File: config.mk
export PLATFORM = sky130hd
export DESIGN_NAME = csdm_cordic_cell
export DESIGN_NICKNAME = d
export VERILOG_FILES = /design/src/hdl/concentric_square_to_disk_map_unit_macros.svh /design/src/hdl/csdm_pkg.sv /design/src/hdl/csdm_cordic_cell.sv
export SDC_FILE = /design/constraint.sdc
export NUM_CORES = 1
export LEC_CHECK = 0
export ABC_AREA = 1
export ABC_CLOCK_PERIOD_IN_PS = 6600
export BUFFER_PORTS_ARGS = -buffer_cell sky130_fd_sc_hd__buf_4
export CORE_MARGIN = 3
export CORE_UTILIZATION = 35
export CTS_CLUSTER_DIAMETER = 80
export DETAILED_ROUTE_END_ITERATION = 8
export MAX_ROUTING_LAYER = met4
export PLACE_DENSITY = 0.55
export SYNTH_ARGS = -nofsm -noshare
export SYNTH_HDL_FRONTEND = slang
export SYNTH_SLANG_ARGS = --single-unit
File: constraint.sdc
create_clock -name clk -period 6.6 [get_ports clk]
set_input_delay 1.32 -clock clk [delete_from_list [all_inputs] [get_ports clk]]
set_output_delay 1.32 -clock clk [all_outputs]
set_load 0.01 [all_outputs]
File: src/hdl/concentric_square_to_disk_map_unit_macros.svh
// Assertion shorthands shared by the mapping unit and its divider cell.
`ifndef CONCENTRIC_SQUARE_TO_DISK_MAP_UNIT_MACROS_SVH
`define CONCENTRIC_SQUARE_TO_DISK_MAP_UNIT_MACROS_SVH

// Same-cycle implication, disabled while reset is high.
`define CSDM_ASSERT_IMP(lbl, ck, rs, ante, cons, msg) \
  lbl: assert property (@(posedge ck) disable iff (rs) (ante) |-> (cons)) else $error(msg);

// Next-cycle implication, disabled while reset is high.
`define CSDM_ASSERT_NXT(lbl, ck, rs, ante, cons, msg) \
  lbl: assert property (@(posedge ck) disable iff (rs) (ante) |=> (cons)) else $error(msg);

`endif

File: src/hdl/csdm_pkg.sv
package csdm_pkg;

  // Default sizes of the datapath.
  localparam int FRAC_BITS_DEF     = 16;
  localparam int CORDIC_STAGES_DEF = 16;

  // Width of the Q1.30 ratio quotient and number of divider cells.
  localparam int QUO_BITS = 31;

  // Angle and gain constants in Q30.
  localparam logic [29:0] PI_QUARTER_Q30 = 30'd843314857;
  localparam logic [29:0] GAIN_Q30       = 30'd652032874;

  // Quarter-turn codes applied after the rotation.
  localparam logic [1:0] TURN_ZERO  = 2'd0;
  localparam logic [1:0] TURN_ONE   = 2'd1;
  localparam logic [1:0] TURN_TWO   = 2'd2;
  localparam logic [1:0] TURN_THREE = 2'd3;

  // Side information that travels with each request.
  typedef struct packed {
    logic       neg;
    logic [1:0] turns;
    logic       last;
  } side_t;

  // Arctangent of 2^-i in Q30.
  function automatic logic [31:0] atan_q30(input int i);
    logic [31:0] val;
    case (i)
      0: val = 32'd843314857;
      1: val = 32'd497837829;
      2: val = 32'd263043837;
      3: val = 32'd133525159;
      4: val = 32'd67021687;
      5: val = 32'd33543516;
      6: val = 32'd16775851;
      7: val = 32'd8388437;
      8: val = 32'd4194283;
      9: val = 32'd2097149;
      default: val = (i < 30) ? (32'd1 << (30 - i)) : 32'd0;
    endcase
    return val;
  endfunction

endpackage

File: src/hdl/csdm_cordic_cell.sv
module csdm_cordic_cell
  import csdm_pkg::*;
#(
  parameter int STAGE = 0
) (
  input  logic               clk,
  input  logic               rst,
  input  logic               en,
  input  logic               up_valid,
  input  logic signed [33:0] up_x,
  input  logic signed [33:0] up_y,
  input  logic signed [32:0] up_z,
  input  side_t              up_side,
  output logic               dn_valid,
  output logic signed [33:0] dn_x,
  output logic signed [33:0] dn_y,
  output logic signed [32:0] dn_z,
  output side_t              dn_side
);

  localparam logic [31:0] ATAN = atan_q30(STAGE);

  logic signed [33:0] tx;
  logic signed [33:0] ty;
  logic signed [32:0] at;
  logic               dir;

  // Floor shifts of both coordinates and the rotation direction.
  always_comb begin
    tx  = up_x >>> STAGE;
    ty  = up_y >>> STAGE;
    at  = signed'({1'b0, ATAN});
    dir = !up_z[32];
  end

  // Control state.
  always_ff @(posedge clk) begin
    if (rst) begin
      dn_valid <= 1'b0;
    end else if (en) begin
      dn_valid <= up_valid;
    end
  end

  // One micro-rotation toward zero residual angle.
  always_ff @(posedge clk) begin
    if (en) begin
      dn_x    <= dir ? (up_x - ty) : (up_x + ty);
      dn_y    <= dir ? (up_y + tx) : (up_y - tx);
      dn_z    <= dir ? (up_z - at) : (up_z + at);
      dn_side <= up_side;
    end
  end

endmodule

; After elaboration in Yosys (flattened, before gate mapping)
; Cells that the tools add are included.
[totals]
reg_bits = 106
latchBits = 0
mem_bits_rw = 0
romBits = 0
output_inout_bits = 106
wordCells = 15
memories = 0
[classes]
addsub = 5
multipliers = 0
div = 0
n_lt_le_gt_ge = 0
n_eq_ne = 0
shifts = 0
n_mux = 3
bitwise_logic = 0
reduce_logical = 0
[op_table]
columns = cell, count
row1 = 34-bit 2-to-1 mux, 2
row2 = 34-bit subtractor, 2
row3 = 34-bit adder, 1
row4 = "33-bit by 31-bit adder with 33-bit output, second input constant", 1
row5 = 33-bit 2-to-1 mux, 1
row6 = "33-bit by 31-bit subtractor with 33-bit output, second input constant", 1

; Longest topological paths before layout
; Gate-level depths: netlist of the first run.
[depth]
ltp_word = 2
depth_mapped = 17

; Least setup slack after synthesis of the first run
; Ideal clock, no wire load.
[synth_path]
path_kind = input-to-reg
from = in up_z[32]
to = reg dn_z[21], data pin
setup_ns = 0.252
arrival_ns = 3.150
path_slack_ns = 3.198
cell_stages = 14
cell_sequence = clkbuf_1 inv_2 buf_2 ha_1 a21oi_1 nand2_1 nand2_1 nand2_1 a21oi_1 o21ai_1 nand2_1 nand2_1 nand2_1 nand2_1
[synth_via]
elab_chain_len = 1
[synth_lines]
columns = element, line
row1 = "start, declared", csdm_cordic_cell.sv:12  ; input logic signed [32:0] up_z,
row2 = 33-bit 2-to-1 mux, csdm_cordic_cell.sv:50  ; dn_z <= dir ? (up_z - at) : (up_z + at);
row3 = "end signal, assigned", csdm_cordic_cell.sv:50
row4 = "end, declared", csdm_cordic_cell.sv:17  ; output logic signed [32:0] dn_z,
; No other way between the ends.
; A chain may end at the register's enable or synchronous reset.

; Worst setup path in the final report of the first run
[layout_path]
from = in up_z[32]
to = reg dn_z[20], data pin
; Same word-level chain as after synthesis.

==> results of run 1 <==
-- through the flow --
| step | utilization (%) | setup slack [ns] | total power, uW | instance area, um2 | hold WS [ns] |
|---|---|---|---|---|---|
| after global placement | 41.2 | 2.65 | 2080 | 14400 | 0.480 |
| after CTS | 42.0 | 3.04 | 2650 | 14700 | 0.519 |
| after floorplan | - | 3.20 | 1620 | 12500 | 0.528 |
| after detailed placement | 41.2 | 2.64 | 2080 | 14400 | 0.499 |
| final | 42.0 | 3.03 | 2630 | 14700 | 0.517 |
| after global routing | 42.0 | 2.81 | 2820 | 14700 | 0.552 |
-- worst max-delay path by stage --
stage,cells past startpoint,startpoint,slack [ns],end
CTS,11,up_z[32],3.04,dn_z[28]
detailed placement,13,up_z[32],2.64,dn_z[29]
finish,11,up_z[32],3.03,dn_z[20]
floorplan,14,up_z[32],3.20,dn_z[21]
global route,11,up_z[32],2.81,dn_z[29]
global placement,11,up_z[32],2.65,dn_z[28]
-- layout by cell type (no fill, tap or decap), drive strengths merged --
cell | netlist | layout
a21oi | 159 | 159
edfxtp | 104 | 104
nand2 | 540 | 540
a211oi | 1 | 1
and3 | 1 | 1
nor3b | 1 | 1
xnor2 | 7 | 7
a21boi | 1 | 1
clkinv | 0 | 2
o21a | 9 | 9
mux2i | 2 | 2
o31ai | 1 | 1
nor2 | 189 | 189
o22ai | 7 | 7
nand3 | 184 | 184
buf | 40 | 217
dfxtp | 1 | 1
and2 | 1 | 1
a31oi | 2 | 2
nand4 | 20 | 20
nand3b | 4 | 4
a21o | 4 | 4
nor3 | 23 | 23
or2 | 4 | 4
nor4 | 4 | 4
clkbuf | 6 | 9
o21ai | 116 | 116
inv | 290 | 295
o211ai | 3 | 3
xor2 | 37 | 37
fa | 4 | 4
ha | 131 | 131
o21bai | 15 | 15
-- flip-flops by register name, summed over array words and instances, names as in the netlist --
name      cells
dn_side       4
dn_valid      1
dn_x         34
dn_y         33
dn_z         33
-- metal layers --
metal  vias to the layer above  global-route usage, %  part of all wire [%]
met1                      5997                   31.6                    46
met2                       427                   39.3                    46
met4                         0                   5.33                   2.0
met5                         -                      -                     0
met3                        47                   3.31                   5.4
li1                       6580                      -                     -
-- cells in the mapped netlist (all sizes together) --
| library cell | instances | share of area, % |
|---|---|---|
| nor4 | 4 | 0.30 |
| o211ai | 3 | 0.18 |
| buf | 40 | 2.3 |
| nand3 | 184 | 7.5 |
| o21bai | 15 | 0.90 |
| xor2 | 37 | 2.6 |
| a21oi | 159 | 6.4 |
| ha | 131 | 13 |
| dfxtp | 1 | 0.16 |
| xnor2 | 7 | 0.49 |
| o31ai | 1 | 0.060 |
| nand4 | 20 | 1.0 |
| nor3b | 1 | 0.060 |
| nand3b | 4 | 0.24 |
| a21o | 4 | 0.24 |
| fa | 4 | 0.64 |
| a211oi | 1 | 0.060 |
| nor3 | 23 | 0.96 |
| nand2 | 540 | 17 |
| or2 | 4 | 0.20 |
| o22ai | 7 | 0.35 |
| edfxtp | 104 | 25 |
| mux2i | 2 | 0.16 |
| clkbuf | 6 | 0.18 |
| and2 | 1 | 0.050 |
| a21boi | 1 | 0.060 |
| o21a | 9 | 0.54 |
| a31oi | 2 | 0.10 |
| inv | 290 | 8.7 |
| o21ai | 116 | 4.7 |
| nor2 | 189 | 6.1 |
| and3 | 1 | 0.050 |
-- cell type report --
| class | count | area (um2) | area share [%] |
|---|---|---|---|
| clock buffer | 9 | 225 | 1.54 |
| clock inverter | 7 | 58.8 | 0.401 |
| inverter | 290 | 1090 | 7.42 |
| multi-input combinational | 1470 | 7950 | 54.2 |
| sequential | 105 | 3140 | 21.4 |
| tap | 455 | 569 | 3.88 |
| timing repair buffer | 217 | 1630 | 11.1 |
-- critical path, stage by stage --
cell	delay (ns)
buf_4	0.09
buf_4	0.72
ha_1	0.43
a21oi_1	0.19
o21ai_2	0.10
a21oi_1	0.28
o21ai_1	0.21
nand2_1	0.10
inv_1	0.05
o21bai_1	0.11
nand2_1	0.06
-- kinds of logic after synthesis --
kind of cell / after synthesis
mux: 2
simple gates: 971
buf+inv: 336
xor+xnor: 44
compound gates: 318
flops: 105
fa+ha+maj: 135
-- report_power, final --
| group | internal (uW) | leakage [uW] | switching [uW] |
|---|---|---|---|
| Combinational | 426 | 0.00618 | 755 |
| Clock | 265 | 0.000144 | 289 |
| Sequential | 861 | 0.00102 | 32.4 |
| Total | 1550 | 0.00734 | 1080 |
==> summary.md, run 1 <==
| Metric | Value |
|---|---|
| Status | complete, no violations |
| Hold EP | dn_valid |
| Main combinational cell family by area after synthesis | simple AND/OR/NAND/NOR gates |
| CTS root buffer | clkbuf_16 |
| Fraction of the mapped netlist area in simple logic gates | 33.0% |
| Worst reg2reg path depth | 2 |
| Synth Area in Compound Gates | roughly 14% |
| Syn Inst Count | approximately 1900 |
| Post-Syn Area | about 0.012 mm2 |
| Chip Height | approximately 190 um |
| Period utilisation layout | 54.1% |
| Worst R2R Start | dn_valid |
| Min-delay src | dn_valid |
| Die width | 195 um |
| Setup TNS | 0 ns |
| Clock sink count | about 110 |
| Core area | between 0.03 and 0.04 mm2 |
| Worst-Margin Slew | 0.955 ns |
| Hold-fix buffer count after cts | 0 |
| Post-Synth Adder-Cell Area | around 14% |
| Unrepaired setup endpoints after global routing | no |
| GRT Residual Overflow | 0 |
| Share of cells above drive strength 1 | 13.5% |
| Routed wire per std cell | 17.7 um |
| Starting density of the core | approximately 36% |
| # IOs | 215 |
| Reg2reg end | dn_valid |
| N_diodes | 0 |
| Max clock buf depth | 2 |
| Fmax | around 280 MHz |
| Initial antenna violation count | 0 |
| DRC Markers | 0 |
| Total wire length | approximately 45000 um |
| Synth warnings | 0 |
| Hold depth | 2 |
| Post-synthesis register bit count | 105 |
| Placer congestion estimate | roughly 0.96 |
| Worst-Skew Late Latency | around 0.38 ns |
| Pwr/cell area | approximately 180 mW/mm2 |
| Syn nets | between 2000 and 2500 |
| Post-DP HPWL | around 38000 um |
| Die Area | roughly 0.038 mm2 |
| Leak | 0.00734 uW |
| P&R area growth vs syn | 17.4% |
| Final setup fails | 0 |
| Starting DRT DRC Count | around 760 |
| Hold Crit Class | flop to flop |
| Post-synth cell types | 47 |
| Crit start category | input port |
| GRT Util Overall | 24.0% |
| Post_cts resized | 0 |
| Vias in the first global route | 12800 |
| Post-DRT Antenna Nets | 0 |
| Clock skew | 0 ns |
| H-Tree Depth | 3 |
| Crit path DAT | between 3 and 4 ns |
| Total CTS buffers | 9 |
| Clock Pin Slew Worst Setup and Hold Paths | roughly 0.08 ns |
| Final Hold Fails | 0 |
| CTS tree | built |
| PortBufs | about 210 |
| Worst Path Required | 6.74 ns |
| # Max-Cap Violations | 0 |
| Synthesized area per cell | between 6 and 7 um2 |
| Synth Area in XOR/XNOR | under 10% |
| Maximum VDD drop | between 0.15 and 0.2 mV |
| Register area share after synthesis | between 20% and 30% |
| Vias | between 10000 and 15000 |
| Initial DRT Pass Iterations | 5 |
| Mux cell area share after synthesis | less than 1% |
| Number of setup buffers added after CTS | 0 |
| Row count | 68 |
| Fin crit period | between 3 and 4 ns |
| # fillers | roughly 3800 |
| CP endpoint kind | flop |
| Via/cell ratio | about 5.1 |
| Worst slew margin | between 30% and 40% |
| Largest net degree at the start of global routing | 76 |
| First-pass GRT wire length | ~70000 um |
| Crit Path Class | input port to flop |
| Final net count | ~2300 |
| Placed cells | ~2500 |
| Crit path max fanout | 75 |
| Max Slew Vio Count | 0 |
| Flop2flop setup slack | approximately 6 ns |
| Post-route insts no fill | 2553 |
No activity file was read; power rests on OpenSTA's default activity.
==> run 2: changes to the inputs <==
ABC_AREA = 0   (was 1)
ABC_CLOCK_PERIOD_IN_PS = 3500   (was 6600)
PLACE_DENSITY = 0.56   (was 0.55)
clock period = 3.5 ns   (was 6.6 ns; I/O delays follow)
==> run 2 against run 1 <==
Net effect: setup slack got worse by 2.7 ns; global-route usage decreased by 2.3 points; critical path depth rose by 2; clock power increased by 95%; die area fell by 15%; clock skew did not move; sequential share of layout area increased by 1.3 points; combinational power is 90% higher; total power rose by 92%; first-iteration DRC count fell by 3.2%.
==> summary.md, run 2 <==
| Metric | Value |
|---|---|
| Hold Crit Class | input port to flop |
| Starting DRT DRC Count | 734 (-3.2%) |
| Via/cell ratio | 5.30 (+3.7%) |
| Die Area | 0.0324 mm2 (-15%) |
| Worst-Skew Late Latency | 0.35 ns (-0.03 ns) |
| N_diodes | 0 (unchanged) |
| CTS root buffer | clkbuf_16 |
| Maximum VDD drop | 0.318 mV (+93%) |
| Status | complete, no violations |
| Post-DP HPWL | 28700 um (-25%) |
| Placer congestion estimate | 0.968 (+1.3%) |
| Synth warnings | 0 (unchanged) |
| Period utilisation layout | between 90% and 100% |
| Cell family with most CP delay | simple AND/OR/NAND/NOR gates |
| Total power | 5050 uW (+92%) |
| Largest net degree at the start of global routing | 65 (-14%) |
| Crit Path Class | input port to flop |
| CP Cell Sequence | buf_4, inv_1, ha_1, buf_4, nand2_1, nor3_1, o311ai_0, nand3_1, nand4_1, a21oi_1, o21ai_0, a22oi_1, xnor2_1 |
| Psw | 1810 uW (+68%) |
| Most Used Layer, Global Route | met2 |
| Fmax | about 310 MHz |
| Register with the most flip-flops | dn_x |
| Largest register FFs | 34 (unchanged) |
| Leak | 0.00640 uW (-13%) |
| Commonest cells after routing, fill and taps aside | buf_4 (362), a21oi_1 (149), ha_1 (131), inv_1 (116), edfxtp_1 (104) |
| Critical Path Start | up_x[12] |
| Synth top area share | 29.5% (+4.5 points) |
| H-Tree Depth | 3 (unchanged) |
| Syn Inst Count | 1208 (-37%) |
| Stages on the worst setup path | 13 (+2) |
| Synthesized area per cell | 8.76 um2 (+34%) |
| Die width | 180 um (-7.7%) |
| Worst Path Required | 3.61 ns (-3.13 ns) |
| Clock share of power | 21.4% (+0.3 points) |
| Worst-Margin Slew | 0.675 ns (-0.280 ns) |
| Routed wire per std cell | 18.1 um (+2.0%) |
| Vias | 10200 (-22%) |
| Final net count | 1779 (-24%) |
| Fraction of registers with async set/reset | 0% (unchanged) |
| Commonest non-fill, non-tap cell in the layout | buf_4 |
| GRT Residual Overflow | 0 (unchanged) |
| Max Slew Vio Count | 0 (unchanged) |
| DRC Markers | 0 (unchanged) |
| Final Hold Fails | 0 (unchanged) |
| First-pass GRT wire length | 55200 um (-21%) |
| Total wire length | 34900 um (-23%) |
| Syn nets | 1452 (-33%) |
| Post-DRT Antenna Nets | 0 (unchanged) |
| Total CTS buffers | 9 (unchanged) |
| Crit path largest cell delay | 0.45 ns (-0.27 ns) |
| Post-Syn Area | 0.0106 mm2 (-15%) |
| Post-synth cell types | 82 (+74%) |
| Sequential power share | 34.2% (+0.2 points) |
| Final setup fails | 0 (unchanged) |
| Sw Ratio | 35.9% (-5.1 points) |
| Final Worst Setup Slack | 0.314 ns (-2.72 ns) |
| Core area | 0.0297 mm2 (-15%) |
| Critical path's slowest cell | nor3_1 |
| Pre-CTS setup slack | -0.0900 ns (-2.73 ns) |
| Final core occ | 46.5% (+4.5 points) |
| Largest regs | dn_x x34, dn_y x33, dn_z x33 |
| Crit start category | input port |
| M2 GR Usage | 34.6% (-4.7 points) |
| Chip Height | 180 um (-7.7%) |
| Worst slew margin | 55.0% (+19 points) |
| Pwr/cell area | 365 mW/mm2 (+100%) |
| Commonest cells post-synth | a21oi_1 (149), ha_1 (131), inv_1 (116) |
| GRT Util Overall | 21.7% (-2.3 points) |
| Initial DRT Pass Iterations | 5 (unchanged) |
| Ys flop type | edfxtp_1 |
| Unrepaired setup endpoints after global routing | no |
| M3 GR Usage | 2.73% (-0.58 points) |
| Leading cell types by total area after synthesis | edfxtp_1 (30%), ha_1 (15%), a21oi_1 (7.0%) |
| Reg2reg end | dn_valid |
| End point of the critical path | dn_x[26] |
| Top-count cell post-synth | a21oi_1 |
| PortBufs | 214 (unchanged) |
| Clock skew | 0 ns (unchanged) |
| P&R area growth vs syn | 30.7% |
| Fin crit period | 3.19 ns |
| Post-synthesis register bit count | 105 (unchanged) |
| Gate power share | 44.4% (-0.5 points) |
| # Max-Cap Violations | 0 (unchanged) |
| Starting density of the core | 35.6% (-0.20 points) |
| Vias in the first global route | 10000 (-22%) |
| # IOs | 215 (unchanged) |
| Synth area leader | edfxtp_1 |
| Clock Pin Slew Worst Setup and Hold Paths | 0.08 ns (about the same) |
| Share of cells above drive strength 1 | 26.7% (+13 points) |
| GRT met1 Usage | 29.7% (-1.9 points) |
| Post-synth EDFFs | 104 (unchanged) |
| Clock sink count | 105 (unchanged) |
| Crit path top cell by count | buf_4 |
| Worst R2R Start | dn_valid |
| Row count | 63 (-7.4%) |
| Flop2flop setup slack | 2.91 ns (-3.10 ns) |
| Max clock buf depth | 2 (unchanged) |
| Int Pwr | 3230 uW (+110%) |
| Crit path max fanout | 6 (-92%) |
| Hold slack | 0.484 ns (-0.0327 ns) |
| Worst reg2reg path depth | 2 (unchanged) |
| Initial antenna violation count | 0 (unchanged) |
| WP buf/inv | 3 (unchanged) |
| Register area share after synthesis | 29.7% (+4.5 points) |
| Crit path DAT | 3.30 ns (-0.41 ns) |
| CP endpoint kind | flop |
| CTS tree | built |
| Min-delay src | rst |
| Setup TNS | 0 ns (unchanged) |
-- run 2: stage by stage --
| step | cells | area [um2] |
|---|---|---|
| after CTS | 1930 | 13800 |
| final | 1930 | 13800 |
| after detailed placement | 1914 | 13500 |
| after floorplan | 1208 | 10600 |
| after global placement | 1914 | 13500 |
| after global routing | 1930 | 13800 |
-- run 2: power by group through the flow --
stage	clock (uW)	combinational, uW	sequential, uW
4_1_cts	1120	2240	1730
2_1_floorplan	0	1090	1860
3_5_place_dp	0	2230	1760
6_report	1080	2240	1730
5_1_grt	1170	2450	1750
3_3_place_gp	0	2230	1750
-- run 2: how the worst min path moves through the flow --
stage / end / cells after the start / slack (ns)
6_report: dn_valid / 2 / 0.48
3_5_place_dp: dn_valid / 2 / 0.50
5_1_grt: dn_valid / 2 / 0.47
3_3_place_gp: dn_valid / 2 / 0.48
2_1_floorplan: dn_valid / 2 / 0.53
4_1_cts: dn_valid / 2 / 0.47
-- run 2: cell families after synthesis --
| family | after synthesis | share of synthesized area (%) |
|---|---|---|
| XOR/XNOR | 92 | 7.62 |
| AO/OA/AOI/OAI | 417 | 25.3 |
| AND/OR/NAND/NOR | 275 | 12.5 |
| multiplexers | 15 | 1.42 |
| flip-flops | 105 | 29.7 |
| buffers and inverters | 169 | 7.14 |
| adder cells (fa/ha/maj) | 135 | 16.2 |
-- run 2: per-layer routing --
layer	part of all wire (%)	routed length (um)	vias to the layer above
li1	-	-	5009
met1	46	16000	4817
met2	46	16200	375
met3	6.3	2200	31
met4	1.5	526	0
met5	0	0	-
-- run 2: area by class of cell --
cell class,instances,area [um2]
fill,2912,15900
multi-input combinational,934,6690
sequential,105,3140
timing repair buffer,364,2760
tap,390,488
inverter,121,455
clock buffer,11,253
clock inverter,5,45.0
-- run 2: what timing repair did --
action / in CTS / in global routing
hold buffers: 0 / 0
setup endpoints to repair: 0 / 1
setup buffers: 0 / 0
resized for setup: 0 / 1
