**config.mk**
```make
export PLATFORM = sky130hd
export DESIGN_NAME = csdm_div_cell
export DESIGN_NICKNAME = d
export VERILOG_FILES = /design/src/hdl/csdm_pkg.sv /design/src/hdl/csdm_div_cell.sv
export VERILOG_INCLUDE_DIRS = /design/src /design/src/hdl
export SDC_FILE = /design/constraint.sdc
export NUM_CORES = 1
export LEC_CHECK = 0
export ABC_AREA = 1
export BUFFER_PORTS_ARGS = -buffer_cell sky130_fd_sc_hd__buf_2
export CORE_UTILIZATION = 48
export DETAILED_ROUTE_END_ITERATION = 6
export PLACE_DENSITY = 0.8
export SYNTH_ARGS = -nofsm -noshare
export SYNTH_HDL_FRONTEND = slang
export SYNTH_SLANG_ARGS = --single-unit
```
**constraint.sdc**
```tcl
create_clock -name clk -period 1.95 [get_ports clk]
set_input_delay 0.0975 -clock clk [delete_from_list [all_inputs] [get_ports clk]]
set_output_delay 0.0975 -clock clk [all_outputs]
set_load 0.05 [all_outputs]
```
**src/hdl/concentric_square_to_disk_map_unit_macros.svh**
```systemverilog
// Assertion shorthands shared by the mapping unit and its divider cell.
`ifndef CONCENTRIC_SQUARE_TO_DISK_MAP_UNIT_MACROS_SVH
`define CONCENTRIC_SQUARE_TO_DISK_MAP_UNIT_MACROS_SVH

// Same-cycle implication, disabled while reset is high.
`define CSDM_ASSERT_IMP(lbl, ck, rs, ante, cons, msg) \
  lbl: assert property (@(posedge ck) disable iff (rs) (ante) |-> (cons)) else $error(msg);

// Next-cycle implication, disabled while reset is high.
`define CSDM_ASSERT_NXT(lbl, ck, rs, ante, cons, msg) \
  lbl: assert property (@(posedge ck) disable iff (rs) (ante) |=> (cons)) else $error(msg);

`endif

```
**src/hdl/csdm_pkg.sv**
```systemverilog
package csdm_pkg;

  // Default sizes of the datapath.
  localparam int FRAC_BITS_DEF     = 16;
  localparam int CORDIC_STAGES_DEF = 16;

  // Width of the Q1.30 ratio quotient and number of divider cells.
  localparam int QUO_BITS = 31;

  // Angle and gain constants in Q30.
  localparam logic [29:0] PI_QUARTER_Q30 = 30'd843314857;
  localparam logic [29:0] GAIN_Q30       = 30'd652032874;

  // Quarter-turn codes applied after the rotation.
  localparam logic [1:0] TURN_ZERO  = 2'd0;
  localparam logic [1:0] TURN_ONE   = 2'd1;
  localparam logic [1:0] TURN_TWO   = 2'd2;
  localparam logic [1:0] TURN_THREE = 2'd3;

  // Side information that travels with each request.
  typedef struct packed {
    logic       neg;
    logic [1:0] turns;
    logic       last;
  } side_t;

  // Arctangent of 2^-i in Q30.
  function automatic logic [31:0] atan_q30(input int i);
    logic [31:0] val;
    case (i)
      0: val = 32'd843314857;
      1: val = 32'd497837829;
      2: val = 32'd263043837;
      3: val = 32'd133525159;
      4: val = 32'd67021687;
      5: val = 32'd33543516;
      6: val = 32'd16775851;
      7: val = 32'd8388437;
      8: val = 32'd4194283;
      9: val = 32'd2097149;
      default: val = (i < 30) ? (32'd1 << (30 - i)) : 32'd0;
    endcase
    return val;
  endfunction

endpackage

```
**src/hdl/csdm_div_cell.sv**
```systemverilog
`include "concentric_square_to_disk_map_unit_macros.svh"

module csdm_div_cell
  import csdm_pkg::*;
#(
  parameter int FRAC_BITS = FRAC_BITS_DEF,
  parameter bit FIRST     = 1'b0
) (
  input  logic                 clk,
  input  logic                 rst,
  input  logic                 en,
  input  logic                 up_valid,
  input  logic [FRAC_BITS:0]   up_rem,
  input  logic [FRAC_BITS:0]   up_den,
  input  logic [QUO_BITS-1:0]  up_quo,
  input  side_t                up_side,
  output logic                 dn_valid,
  output logic [FRAC_BITS:0]   dn_rem,
  output logic [FRAC_BITS:0]   dn_den,
  output logic [QUO_BITS-1:0]  dn_quo,
  output side_t                dn_side
);

  logic [FRAC_BITS+1:0] trial;
  logic [FRAC_BITS+1:0] diff;
  logic                 ge;

  // One restoring step: shift the remainder in (except for the leading bit) and try a subtract.
  always_comb begin
    trial = FIRST ? {1'b0, up_rem} : {up_rem, 1'b0};
    ge    = trial >= {1'b0, up_den};
    diff  = trial - {1'b0, up_den};
  end

  // Control state.
  always_ff @(posedge clk) begin
    if (rst) begin
      dn_valid <= 1'b0;
    end else if (en) begin
      dn_valid <= up_valid;
    end
  end

  // Payload moves with the pipeline.
  always_ff @(posedge clk) begin
    if (en) begin
      dn_rem  <= ge ? diff[FRAC_BITS:0] : trial[FRAC_BITS:0];
      dn_den  <= up_den;
      dn_quo  <= {up_quo[QUO_BITS-2:0], ge};
      dn_side <= up_side;
    end
  end

  // The partial remainder always stays below the divisor.
  `CSDM_ASSERT_IMP(a_rem_below_den, clk, rst, dn_valid && (dn_den != '0), dn_rem < dn_den,
    "divider remainder not below divisor")
  // A request handed in while the chain moves shows up in the next cell.
  `CSDM_ASSERT_NXT(a_valid_moves, clk, rst, en && up_valid, dn_valid,
    "divider cell dropped a request")
  // A frozen chain keeps its requests in place.
  `CSDM_ASSERT_NXT(a_frozen_holds, clk, rst, !en, $stable(dn_valid),
    "divider cell changed while frozen")

endmodule

```
# Word level (Yosys, flattened, before mapping)
# Index checks and enable logic that the tools add are counted.
# W data, S select, Z words.
[totals]
elab_cells = 11
ff_bits = 70
input_bits = 73
out_inout_bits = 70
[op_classes]
muxes = 1
n_addsub = 1
order_cmp = 1
[op_table]
columns = ["cell", "n"]
rows = [
  ["$ge A18 B17 Y1", 1],
  ["$mux W17", 1],
  ["$sub A17 B17 Y17", 1],
]

# Depth between registers and ports, before layout
# Gate-level depths: netlist of run 1.
[depth]
ltp_word = 2
depth_mapped = 14
ltp_nobuf = 13

# Worst setup path before layout of run 1
# OpenSTA, ideal clock, no wires.
[synth_path]
kind = "input-to-reg"
startpoint = "input up_rem[0]"
endpoint = "register dn_rem[14], data pin"
arrival_ps = 1307
path_stages = 11
slack_ps = 390
n_path_buf = 1
path_cell_list = "inv_1 > fa_1 > inv_1 > nand3_1 > nand3_2 > nand2_2 > nand2_4 > inv_4 > buf_6 > nand2_2 > nand2_1"
[synth_between]
elab_chain_cells = 2
[synth_lines]
columns = ["element", "line", "rtl"]
rows = [
  ["start, declared", "csdm_div_cell.sv:13", "input logic [FRAC_BITS:0] up_rem,"],
  ["$sub A17 B17 Y17 or $ge A18 B17 Y1 (tied branches)", "csdm_div_cell.sv:32, csdm_div_cell.sv:31", ""],
  ["$mux W17 (*)", "csdm_div_cell.sv:47", "dn_rem <= ge ? diff[FRAC_BITS:0] : trial[FRAC_BITS:0];"],
  ["end signal, assigned", "csdm_div_cell.sv:47", ""],
  ["end, declared", "csdm_div_cell.sv:18", "output logic [FRAC_BITS:0] dn_rem,"],
]
# Mark *: on every way between the ends. The rest lies on a longest branch, timed or not.
# A chain may end at the register's enable or synchronous reset.

# Worst setup path in the final report of run 1
[layout_path]
startpoint = "input up_den[12]"
endpoint = "register dn_rem[9], data pin"
[layout_between]
elab_chain_cells = 2
[layout_lines]
columns = ["element", "line", "rtl"]
rows = [
  ["start, declared", "csdm_div_cell.sv:14", "input logic [FRAC_BITS:0] up_den,"],
  ["$ge A18 B17 Y1", "csdm_div_cell.sv:31", "ge = trial >= {1'b0, up_den};"],
  ["$mux W17", "csdm_div_cell.sv:47", ""],
]
# Every way passes these cells.

==> results, run 1 <==
- Of all flip-flops after synthesis, the portion carrying an async set or reset was 0%.
- The slowest stage of the critical path belongs to the cell sky130_fd_sc_hd__dlygate4sd3_1.
- CTS built an H-tree with a depth of 3.
- Of all nets on the critical path, the largest fanout is 7.
- The total placed cells including tap cells is 595.
- The predominant post-synthesis flop cell is sky130_fd_sc_hd__edfxtp_1.
- The count of flip-flops with a built-in enable after synthesis is 69.
- The critical path endpoint category is a register.
- Sequential elements use 59.38% of the synthesized area.
- The count of endpoints failing hold in the final timing report is 0.
- The number of standard cells in the layout, taps in and fillers out is 667.
- The initialized floorplan defines 30 standard-cell rows.
- The switching portion of total power is 33.47%.
- With fillers left out, the area of the finished cells amounts to 5263 sq um.
- The remaining antenna violation count after routing is 0.
- The count of yosys warnings during synthesis is 0.
- The first global-routing pass estimated 15280 microns of wire.
- The routed via count is 3214.
- In the routed design, unresolved DRC markers number 0.
- The initial antenna violation count is 0.
- The final count of negative-setup-slack endpoints is 0.
- In the final routed layout, each cell accounts on average for 15.06 microns.
- For this run, the total global-route usage over all layers was measured as 26.90%.
- The synthesized area is 3523 sq um.
- The type of origin of the critical path is an input port.
- The number of clock buffers inserted by TritonCTS is 9.
- The initial utilization of the core area, before any placement, comes to 50.74%.
- The worst-case IR drop observed on VDD is 0.3953 mV.
- The final clock skew is 0 ps.
- Of the total power, the clock network draws 30.7%.
- After detailed routing, the total wire length is 10040 microns.
- The final cell utilization of the core is 75.78%.
- The placed wire-length estimate after detailed placement is 6022 microns.
- The number of clock sinks seen by CTS is 70.
- The region available for standard cell placement spans 6944 sq um.
- The most frequent cell after synthesis is sky130_fd_sc_hd__nand2_1.
- The cell count after synthesis came out at 354.
- The worst-case setup margin in the final layout is 31.11 ps.
- For this design the top-level I/O count stands at 143.
- The path class of the lowest-slack min-delay path is input port to register.
- At the end of the flow, the number of nets in the layout was 657.
- Final hold analysis gives a worst-case slack of 20.16 ps.
- After synthesis, the cell types taking the most area are sky130_fd_sc_hd__edfxtp_1, sky130_fd_sc_hd__nand2_1, sky130_fd_sc_hd__inv_1.
- The number of inserted diodes is 0.
- The category of the most critical setup path is input port to register.
- The TritonCTS clock tree is built.
- The portion of total power attributed to sequential cells is 40.3%.
- The number of distinct standard cells referenced by the synthesized netlist is 27.
- The first detailed-routing pass ran for 4 iterations.
- Traced cell by cell, the critical path runs through dlygate4sd3_1 -> buf_2 -> inv_2 -> ha_4 -> nand2_4 -> inv_1 -> nand2_1 -> nand2_1 -> nand2_1 -> nand2_1 -> nor2_4 -> nand2_4 -> buf_12 -> nand3_1 -> nand2_1.
- The number of global-route vias before repair is 3176.
- The tightest slew margin relative to the limit is 75.47%.
- The final number of max-transition violations is 0.
- The vertical die dimension is 87.68 microns.
- The endpoint arrival time on the critical path is 2020 ps.
- For the worst setup path, the data required time is 2050 ps.
- After clock tree synthesis, the clock-pin slew on the worst setup and hold paths is 80 ps.
- The initial detailed-routing violation count is 206.
- The placer's final routability congestion estimate is 0.9312.
- In this run the deepest clock path goes through 2 buffers.
- Across the run, the number of max-cap violations was 0.
- The largest stage delay on the critical path is 530 ps.
- The analysis attributes to net switching a power of 1.549 mW.
- Entering global routing, the biggest net connects 71 pins.
- The worst path uses 98.40% of the clock period.
- The die width is 87.68 microns.
- Clock latency on the worst-skew pair, taken at its later pin, is 340 ps.
- The sum of negative setup slack is 0 ps.
- The run finished with clean final reports.
- Power comes to 4.628 mW.
- Combinational logic is responsible for 29.0% of the overall power.
- By instance count, the cell type seen most on the critical path is sky130_fd_sc_hd__nand2_1.
- The fraction of synthesized cell area taken by the top area cell type is 58.81%.
- The area growth from synthesis to layout is 49.36%.
- The placed instances occupy a cell area of 4397 sq um.
- The die area is 7687 sq um.
- The power per standard cell area is 879.4 nW/um^2.
- The internal power consumption is 3.079 mW.
- Of all cell types, the one taking the most synthesized area is sky130_fd_sc_hd__edfxtp_1.
- At the pin with the least slew margin, the transition time is 367.9 ps.
- Timing analysis after detailed placement gives a worst setup slack of 82.57 ps.
- After synthesis the netlist holds a flip-flop and latch count of 70.
- The mean cell area of the mapped netlist is 9.953 sq um.
- The net count of the mapped netlist is 445.
- Buffers placed on the I/O ports in this run total 141.
- The clock root buffer is sky130_fd_sc_hd__clkbuf_8.
- The mean number of vias per cell is 4.819.
- Setup repair after global routing could not meet its margin everywhere.
- The total overflow left after global routing is 0.
- In the final layout, the share of cells above drive strength 1 is 35.20%.
- For this run, the top clock speed supported by timing is 0.5211 GHz.
- Summed over all cells, the static leakage comes to 2.620 nW.
- Counting instances in the post-synthesis netlist gives the leading cell types as sky130_fd_sc_hd__nand2_1, sky130_fd_sc_hd__edfxtp_1, sky130_fd_sc_hd__inv_1.
- The worst path in the final design needs a cycle of 1919 ps, including I/O delays and setup.
[power groups by stage]
| stage | combinational [mW] | sequential, mW | clock, mW |
|---|---|---|---|
| 3_5_place_dp | 1.20 | 1.89 | 0 |
| 5_1_grt | 1.44 | 1.88 | 1.51 |
| 3_3_place_gp | 1.18 | 1.88 | 0 |
| 4_1_cts | 1.28 | 1.86 | 1.40 |
| 6_report | 1.34 | 1.86 | 1.42 |
| 2_1_floorplan | 0.352 | 2.40 | 0 |
[routing by layer]
metal  routed length, microns  up-vias  global-route usage, %  part of all wire (%)
met5                        0        -                      0                     0
met4                      423        0                  14.46                   4.2
met3                      797       40                  7.069                   7.9
met2                     5130      162                  48.79                    51
met1                     3691     1447                  28.55                    37
li1                         -     1565                      -                     -
[cell families (layout without fill, tap and decap cells)]
logic type / count (synthesis) / after routing / share of synthesized area (%)
xor+xnor: 7 / 7 / 1.740
flops: 70 / 70 / 59.38
compound gates: 10 / 10 / 1.420
fa+ha+maj: 18 / 18 / 6.605
buf+inv: 67 / 283 / 7.635
mux: 1 / 1 / 0.2841
simple gates: 181 / 182 / 22.94
[layout by cell type, fill, tap and decap left out, types with 3 or more instances in the layout]
| master | instances |
|---|---|
| sky130_fd_sc_hd__a21oi_1 | 8 |
| sky130_fd_sc_hd__buf_2 | 141 |
| sky130_fd_sc_hd__buf_4 | 7 |
| sky130_fd_sc_hd__bufinv_16 | 3 |
| sky130_fd_sc_hd__clkbuf_8 | 9 |
| sky130_fd_sc_hd__dlygate4sd3_1 | 52 |
| sky130_fd_sc_hd__edfxtp_1 | 69 |
| sky130_fd_sc_hd__ha_1 | 14 |
| sky130_fd_sc_hd__ha_4 | 3 |
| sky130_fd_sc_hd__inv_1 | 63 |
| sky130_fd_sc_hd__nand2_1 | 114 |
| sky130_fd_sc_hd__nand2_2 | 17 |
| sky130_fd_sc_hd__nand2_4 | 3 |
| sky130_fd_sc_hd__nand3_1 | 17 |
| sky130_fd_sc_hd__nand3b_1 | 4 |
| sky130_fd_sc_hd__nor2_1 | 11 |
| sky130_fd_sc_hd__nor2_2 | 4 |
| sky130_fd_sc_hd__nor2_4 | 3 |
| sky130_fd_sc_hd__xor2_1 | 5 |
[area by class of cell]
class	instances	area (sq um)
Clock buffer	10	127.6
Clock inverter	6	110.1
Fill cell	427	1682
Inverter	65	251.5
Multi-Input combinational cell	218	1242
Sequential cell	70	2092
Tap cell	96	120.1
Timing Repair Buffer	202	1319
[final timing paths]
| kind | startpoint | cells after the start | slack (ps) | to |
|---|---|---|---|---|
| max reg2reg | dn_valid | 2 | 1320 | dn_valid |
| min | up_valid | 3 | 20 | dn_valid |
| max | up_den[12] | 15 | 30 | dn_rem[9] |
| min reg2reg | dn_valid | 2 | 540 | dn_valid |
[critical path: cells and delay by family]
| family | cells | cell delay (ps) |
|---|---|---|
| buffers and inverters | 5 | 930 |
| AND/OR/NAND/NOR | 9 | 780 |
| adder cells (fa/ha/maj) | 1 | 200 |
[repair_timing]
item,in CTS,in global routing
setup endpoints to repair,0,16
buffers inserted,0,3
hold endpoints to repair,52,0
resized for setup,0,17
hold buffers,52,0
[state kept, by name, summed over array words and instances, names as in the netlist]
| register | flops |
|---|---|
| dn_den | 17 |
| dn_quo | 31 |
| dn_rem | 17 |
| dn_side | 4 |
| dn_valid | 1 |
(Power assumes the default switching activity.)
==> run 2, diff against run 1 <==
==> constraint.sdc (replaced) <==
create_clock -name clk -period 2 [get_ports clk]
set_input_delay 0.1 -clock clk [delete_from_list [all_inputs] [get_ports clk]]
set_output_delay 0.1 -clock clk [all_outputs]
set_load 0.05 [all_outputs]
==> run 2 against run 1 <==
Effect of this change: cell count grew 0.30%; first-iteration DRC count shrank 27%; final area barely moved; setup slack better by 47 ps; die area unchanged; combinational power down 3%; clock power down 9%; critical path depth is 2 lower; sequential cell count is the same.
==> results, run 2 (same netlist as run 1, synthesis figures left out) <==
- The flow ran to the end, and the final reports show no timing, DRC or antenna violations.
- The sum of routed wire length over all layers was 9544 microns (-5.0%).
- The power per standard cell area is 838.6 nW/um^2 (-4.6%).
- The count of cells along the worst register-to-register path is 3 (+1).
- Counting I/O delays and the setup requirement, the final critical path takes 1922 ps.
- The reported leakage power is 2.625 nW (+0.19%).
- The average wire per cell in the routed design is 14.27 microns (-5.2%).
- The initial core utilization was 50.74% (unchanged).
- The routed via count was 3144 (-2.2%).
- The required time of the worst setup path is 2090 ps (+40 ps).
- The worst slack at placement is 90.37 ps (+7.801 ps).
- The most numerous cell type found on the critical path is sky130_fd_sc_hd__nand2_1.
- The remaining antenna violation count after routing was 0 (unchanged).
- The CTS H-tree depth is 3 (unchanged).
- The path class of the lowest-slack min-delay path is input port to register.
- The clock insertion delay at the later pin of the skew report is 330 ps (about the same).
- The initial antenna violation count is 0 (unchanged).
- Setup repair after global routing could not meet its margin everywhere.
- The worst setup path is of the input port to register kind.
- The most common cell after layout, fill and taps aside is sky130_fd_sc_hd__buf_2.
- The area growth from synthesis to layout was 49.29% (about the same).
- The number of global-route vias before repair was 3081 (-3.0%).
- The worst-margin pin slew is 379.1 ps (+11.16 ps).
- The number of I/O pins is 143 (unchanged).
- The final cell utilization of the core came to 75.75% (about the same).
- The overflow left after global routing was 0 (unchanged).
- The kind of cell with the highest combined delay along the critical path is buffers and inverters.
- Clock tree synthesis selected as its root buffer the cell sky130_fd_sc_hd__clkbuf_8.
- The critical path goes through dlygate4sd3_1 -> buf_2 -> inv_1 -> ha_1 -> nand2_2 -> nor2_1 -> nand2_1 -> nand2_1 -> nor2_4 -> nand2_8 -> buf_12 -> nand3_1 -> nand2_1.
- In this run the critical register-to-register path is launched from dn_valid.
- The total number of placement rows came to 30 (unchanged).
- The global router's overall resource usage is 25.37% (-1.5 points).
- The cell with the largest stage delay on the worst path is sky130_fd_sc_hd__dlygate4sd3_1.
- The worst hold path begins at up_rem[2].
- The worst supply voltage drop on vdd is 0.3883 mV (-1.8%).
- The share of total power in combinational logic is 29.5% (+0.5 points).
- The combined flip-flop and latch cell area is 2092 sq um (unchanged).
- Leaving out fill and tap cells, the most frequent cells in the layout are sky130_fd_sc_hd__buf_2, sky130_fd_sc_hd__nand2_1, sky130_fd_sc_hd__edfxtp_1.
- The number of maximum-capacitance violations is 0 (unchanged).
- The number of cells on the worst hold path is 3 (unchanged).
- The worst path uses 96.10% of the clock period.
- The type of origin of the critical path is an input port.
- The worst-case register-to-register setup slack came to 770 ps (-550 ps).
- The switching portion of total power is 33.94% (+0.47 points).
- The number of buffer cells added on primary ports is 141 (unchanged).
- The clock transition at the register clock pins on the worst setup and hold paths after CTS is 80 ps (about the same).
- The vertical die dimension is 87.68 microns (unchanged).
- The internal power consumption was 2.914 mW (-5.4%).
- The number of clock sinks seen by CTS was 70 (unchanged).
- The total of fill cells in the finished design is 453 (+6.1%).
- The net load switching power came to 1.497 mW (-3.3%).
- The worst-case setup margin in the final layout was 77.97 ps (+46.86 ps).
- The endpoint arrival time on the critical path is 2010 ps (about the same).
- The count of buffer and inverter cells on the critical path is 4 (-1).
- The tightest slew margin relative to the limit is 74.73% (-0.74 points).
- The final count of negative-setup-slack endpoints is 0 (unchanged).
- The number of clock buffers inserted by TritonCTS is 9 (unchanged).
- The mean number of vias per cell is 4.700 (-2.5%).
- The placed wire-length estimate after detailed placement is 5905 microns (-1.9%).
- Derived from the worst setup path, the maximum achievable clock frequency is 0.5203 GHz.
- The portion of total power attributed to sequential cells was 41.1% (+0.8 points).
- The top register by number of flip-flops is dn_quo.
- The die width is 87.68 microns (unchanged).
- The critical path endpoint category is a register.
- The largest stage delay on the critical path came to 530 ps (about the same).
- The core box area came to 6944 sq um (unchanged).
- The largest registers in the layout are dn_quo x31, dn_den x17, dn_rem x17.
- The count of endpoints failing hold in the final timing report is 0 (unchanged).
- The final-stage net count is 659 (+0.30%).
- The maximum root-to-sink buffer count is 2 (unchanged).
- The final clock skew is 0 ps (unchanged).
- The flip-flop count of the largest register after layout is 31 (unchanged).
- The maximum net fanout on the critical path is 6 (-1).
- For hold timing, the worst endpoint is dn_rem[3].
- The area of the multi-input gates was 1235 sq um (-0.60%).
- The share of layout cells above drive strength 1 is 35.08% (-0.12 points).
- The pin count of the biggest net entering global routing came to 71 (unchanged).
- The total iterations of the first detailed-routing run came to 5 (+1).
- The die area is 7687 sq um (unchanged).
- The number of inserted diodes is 0 (unchanged).
- The placer's final routability congestion estimate is 0.9158 (-1.7%).
- The capture instance of the worst register-to-register path is dn_valid.
- The number of design rule violations left after detail routing was 0 (unchanged).
- The initial detailed-routing violation count is 150 (-27%).
- The worst hold slack is 40.39 ps (+20.22 ps).
- The TritonCTS clock tree is built.
- The final number of max-transition violations was 0 (unchanged).
- The wire length of the first global-routing pass was 14410 microns (-5.7%).
- The power share of the clock group was 29.4% (-1.3 points).
[run 2: final cells by class]
| cell class | count | share of cell area (%) |
|---|---|---|
| well taps | 96 | 2.284 |
| flip-flops and latches | 70 | 39.77 |
| repair buffers | 204 | 25.48 |
| multi-input cells | 218 | 23.48 |
| clock inverters | 5 | 1.570 |
| clock buffers | 11 | 2.688 |
| inverters | 65 | 4.734 |
[run 2: worst min-delay path, delay by kind of cell]
family / cells / cell delay, ps
and+or+nand+nor: 2 / 80
buffers and inverters: 1 / 100
[run 2: layer usage]
metal	routed length (microns)	track usage [%]	up-vias
met2	4999	47.44	119
met1	3842	28.60	1457
met3	596	6.786	10
met4	105	6.408	0
li1	-	-	1558
met5	0	0	-
[run 2: timing repair]
action                     4_1_cts  5_1_grt
resized for setup                0       13
setup endpoints to repair        0       16
hold buffers                    53        0
setup buffers                    0        5
hold endpoints to repair        52        0
[run 2: how the worst max path moves through the flow]
stage	start	endpoint	slack, ps	cells after the start
2_1_floorplan	up_rem[0]	dn_rem[14]	440	11
3_3_place_gp	up_den[15]	dn_rem[0]	110	11
3_5_place_dp	up_den[9]	dn_rem[16]	90	12
4_1_cts	up_den[14]	dn_rem[9]	1	13
5_1_grt	up_den[14]	dn_rem[16]	-6	13
6_report	up_den[14]	dn_rem[13]	80	13
[run 2: power groups by stage]
stage	Combinational (mW)	Clock [mW]	Sequential [mW]
floorplan	0.344	0	2.34
global placement	1.14	0	1.84
detailed placement	1.16	0	1.84
CTS	1.25	1.29	1.81
global route	1.40	1.37	1.83
finish	1.30	1.29	1.81
[run 2: metrics by stage]
stage	setup TNS, ps	std cells	power, mW	area [sq um]
after floorplan	0	354	2.686	3523
after global routing	-10.71	669	4.594	5260
after CTS	0	663	4.343	5131
after detailed placement	0	594	2.997	4377
after global placement	0	594	2.981	4377
final	0	669	4.411	5260
==> run 3, diff against run 2 <==
--- a/config.mk
+++ b/config.mk
@@ -8,9 +8,10 @@
 export LEC_CHECK = 0
 export ABC_AREA = 1
 export BUFFER_PORTS_ARGS = -buffer_cell sky130_fd_sc_hd__buf_2
-export CORE_UTILIZATION = 48
+export CORE_UTILIZATION = 45
 export DETAILED_ROUTE_END_ITERATION = 6
-export PLACE_DENSITY = 0.8
+export GPL_TIMING_DRIVEN = 0
+export PLACE_DENSITY = 0.75
 export SYNTH_ARGS = -nofsm -noshare
 export SYNTH_HDL_FRONTEND = slang
 export SYNTH_SLANG_ARGS = --single-unit
==> run 3 against run 2 <==
Effect of this change: maximum frequency grew 3.1%; core utilization shrank 6.5 points; setup slack gained 57 ps; die area grew 6.5%; first-iteration DRC count shrank 15%; critical path type unchanged; highest routed layer unchanged.
==> results, run 3 (same netlist as run 1, synthesis figures left out) <==
- In this run the critical register-to-register path is captured at dn_valid.
- The maximum net fanout on the critical path was 7 (+1).
- The sum of routed wire length over all layers was 8742 microns (-8.4%).
- The endpoint arrival time on the critical path was 1950 ps (-60 ps).
- The clock transition at the register clock pins on the worst setup and hold paths after CTS was 80 ps (about the same).
- The share of layout cells above drive strength 1 is 33.63% (-1.5 points).
- The worst-margin pin slew is 852.7 ps (+473.6 ps).
- The count of cells along the worst register-to-register path was 2 (-1).
- The final number of max-transition violations is 0 (unchanged).
- The number of I/O pins came to 143 (unchanged).
- The wire length of the first global-routing pass is 14430 microns (about the same).
- The most common cell after layout, fill and taps aside is sky130_fd_sc_hd__buf_2.
- The number of clock sinks seen by CTS is 70 (unchanged).
- The worst slack at placement is 86.45 ps (-3.919 ps).
- The flip-flop count of the largest register after layout is 31 (unchanged).
- The worst register-to-register path begins at dn_valid.
- The reported leakage power is 2.575 nW (-1.9%).
- The worst-case register-to-register setup slack is 1360 ps (+590 ps).
- The worst setup path is launched from an input port.
- In the layout the commonest cells are sky130_fd_sc_hd__buf_2, sky130_fd_sc_hd__nand2_1, sky130_fd_sc_hd__edfxtp_1.
- The total iterations of the first detailed-routing run is 5 (unchanged).
- More flip-flops sit in one register than any other, and that register is dn_quo.
- The count of endpoints failing hold in the final timing report is 0 (unchanged).
- The number of global-route vias before repair is 3047 (-1.1%).
- The total number of placement rows was 31 (+3.3%).
- The wire length on met2 is 4439 microns (-11%).
- The placed wire-length estimate after detailed placement is 5904 microns (about the same).
- The CTS H-tree depth is 3 (unchanged).
- The shortest period the worst path allows is 1865 ps (-57.48 ps).
- The combined flip-flop and latch cell area is 2092 sq um (unchanged).
- The final clock skew was 0 ps (unchanged).
- The run finished with clean final reports.
- The path class of the lowest-slack min-delay path is input port to register.
- The number of clock buffers inserted by TritonCTS was 9 (unchanged).
- The period utilization is 93.23% (-2.9 points).
- The category of the most critical setup path is input port to register.
- Traced cell by cell, the critical path runs through dlygate4sd3_1 -> buf_2 -> inv_1 -> ha_1 -> ha_1 -> nand3_1 -> nor2_2 -> nor2_2 -> nand2_4 -> buf_4 -> nand2_1 -> o21ai_0.
- The tightest slew margin relative to the limit was 43.16% (-32 points).
- The family with the most delay on the worst path is buffers and inverters.
- The detailed-routing wirelength on met1 is 3722 microns (-3.1%).
- The area of the multi-input gates is 1182 sq um (-4.3%).
- The area growth from synthesis to layout is 45.63%.
- The global router's overall resource usage was 22.54% (-2.8 points).
- The clock insertion delay at the later pin of the skew report was 330 ps (about the same).
- The end point of the most critical hold path is dn_valid.
- The worst supply voltage drop on vdd is 0.3795 mV (-2.3%).
- The number of design rule violations left after detail routing came to 0 (unchanged).
- The start point of the worst min-delay path is up_valid.
- The initial antenna violation count is 0 (unchanged).
- Clock tree synthesis selected as its root buffer the cell sky130_fd_sc_hd__clkbuf_8.
- The overflow left after global routing is 0 (unchanged).
- In the final layout, the registers with the most flip-flops are dn_quo x31, dn_den x17, dn_rem x17.
- The largest stage delay on the critical path is 520 ps (about the same).
- The routed wire length on met3 was 472 microns (-21%).
- The die area is 8188 sq um (+6.5%).
- The number of buffer cells added on primary ports came to 141 (unchanged).
- TritonCTS built the clock tree.
- The number of cells on the worst hold path is 3 (unchanged).
- The worst hold slack is 36.86 ps (-3.529 ps).
- The routed via count came to 3023 (-3.8%).
- In this run the top signal layer used is met4.
- The sum of negative setup slack is 0 ps (unchanged).
- The core box area is 7408 sq um (+6.7%).
- The initial core utilization came to 47.56% (-3.2 points).
- The die width is 90.49 microns (+3.2%).
- The required time of the worst setup path is 2090 ps (about the same).
- The final count of negative-setup-slack endpoints came to 0 (unchanged).
- The total of fill cells in the finished design is 563 (+24%).
- On the critical path, the stage with the largest delay is an instance of sky130_fd_sc_hd__dlygate4sd3_1.
- The power per standard cell area was 844.3 nW/um^2 (+0.68%).
- The remaining antenna violation count after routing is 0 (unchanged).
- The number of inserted diodes is 0 (unchanged).
- Setup repair after global routing left no endpoint under its margin.
- The maximum root-to-sink buffer count is 2 (unchanged).
- The count of buffer and inverter cells on the critical path is 4 (unchanged).
- The initial detailed-routing violation count is 127 (-15%).
- The critical path endpoint category is a register.
- The pin count of the biggest net entering global routing is 71 (unchanged).
- The worst-case setup margin in the final layout is 135.5 ps (+57.48 ps).
- The number of maximum-capacitance violations is 0 (unchanged).
- The maximum clock frequency is 0.5363 GHz (+3.1%).
- The average wire per cell in the routed design was 13.17 microns (-7.7%).
- The placer's final routability congestion estimate is 0.8976 (-2.0%).
- The vertical die dimension is 90.49 microns (+3.2%).
- The final-stage net count was 651 (-1.2%).
- The mean number of vias per cell was 4.553 (-3.1%).
-- run 3: changes by cell type in the layout (fill, tap and decap cells not counted), sizes merged --
cell / change
dlygate4sd3: -1
nand2: -1
buf: -6
-- run 3: power by group --
part	switching, mW	internal, mW
clock	0.532	0.741
sequential	0.0345	1.78
combinational	0.878	0.368
total	1.44	2.89
-- run 3: layout make-up --
class	count	share of cell area (%)
repair buffers	196	24.38
plain buffers	1	0.2195
clock buffers	11	2.755
multi-input cells	217	23.04
inverters	65	4.804
well taps	99	2.414
clock inverters	5	1.609
flip-flops and latches	70	40.77
-- run 3: routing by layer --
layer  GRT usage (%)  vias up
li1                -     1547
met1           26.54     1358
met2           40.85      107
met3           5.135       11
met4           6.317        0
met5               0        -
-- run 3: how the worst max path moves through the flow --
stage	to	startpoint	slack, ps	cells past startpoint
final	dn_rem[1]	up_den[1]	140	12
after global placement	dn_rem[0]	up_den[15]	90	12
after floorplan	dn_rem[14]	up_rem[0]	440	11
after CTS	dn_rem[14]	up_den[1]	30	12
after global routing	dn_rem[14]	up_den[1]	2	13
after detailed placement	dn_rem[2]	up_den[10]	90	13
-- run 3: worst min-delay path: cells and delay by family --
family | cells | cell delay (ps)
buffers and inverters | 1 | 80
AND/OR/NAND/NOR | 1 | 80
multiplexers | 1 | 70
-- run 3: what timing repair did --
action / 4_1_cts / 5_1_grt
setup endpoints to repair: 0 / 12
hold buffers: 52 / 0
gates resized for setup: 0 / 4
setup buffers: 0 / 3
endpoints found under the hold margin: 52 / 0
-- run 3: metrics by stage --
stage	util (%)	std cells	power, mW	cell area, sq um
2_1_floorplan	-	354	2.686	3523
3_3_place_gp	58.76	594	2.978	4353
3_5_place_dp	58.79	594	2.994	4355
4_1_cts	68.84	662	4.341	5100
5_1_grt	69.26	664	4.528	5131
6_report	69.26	664	4.332	5131
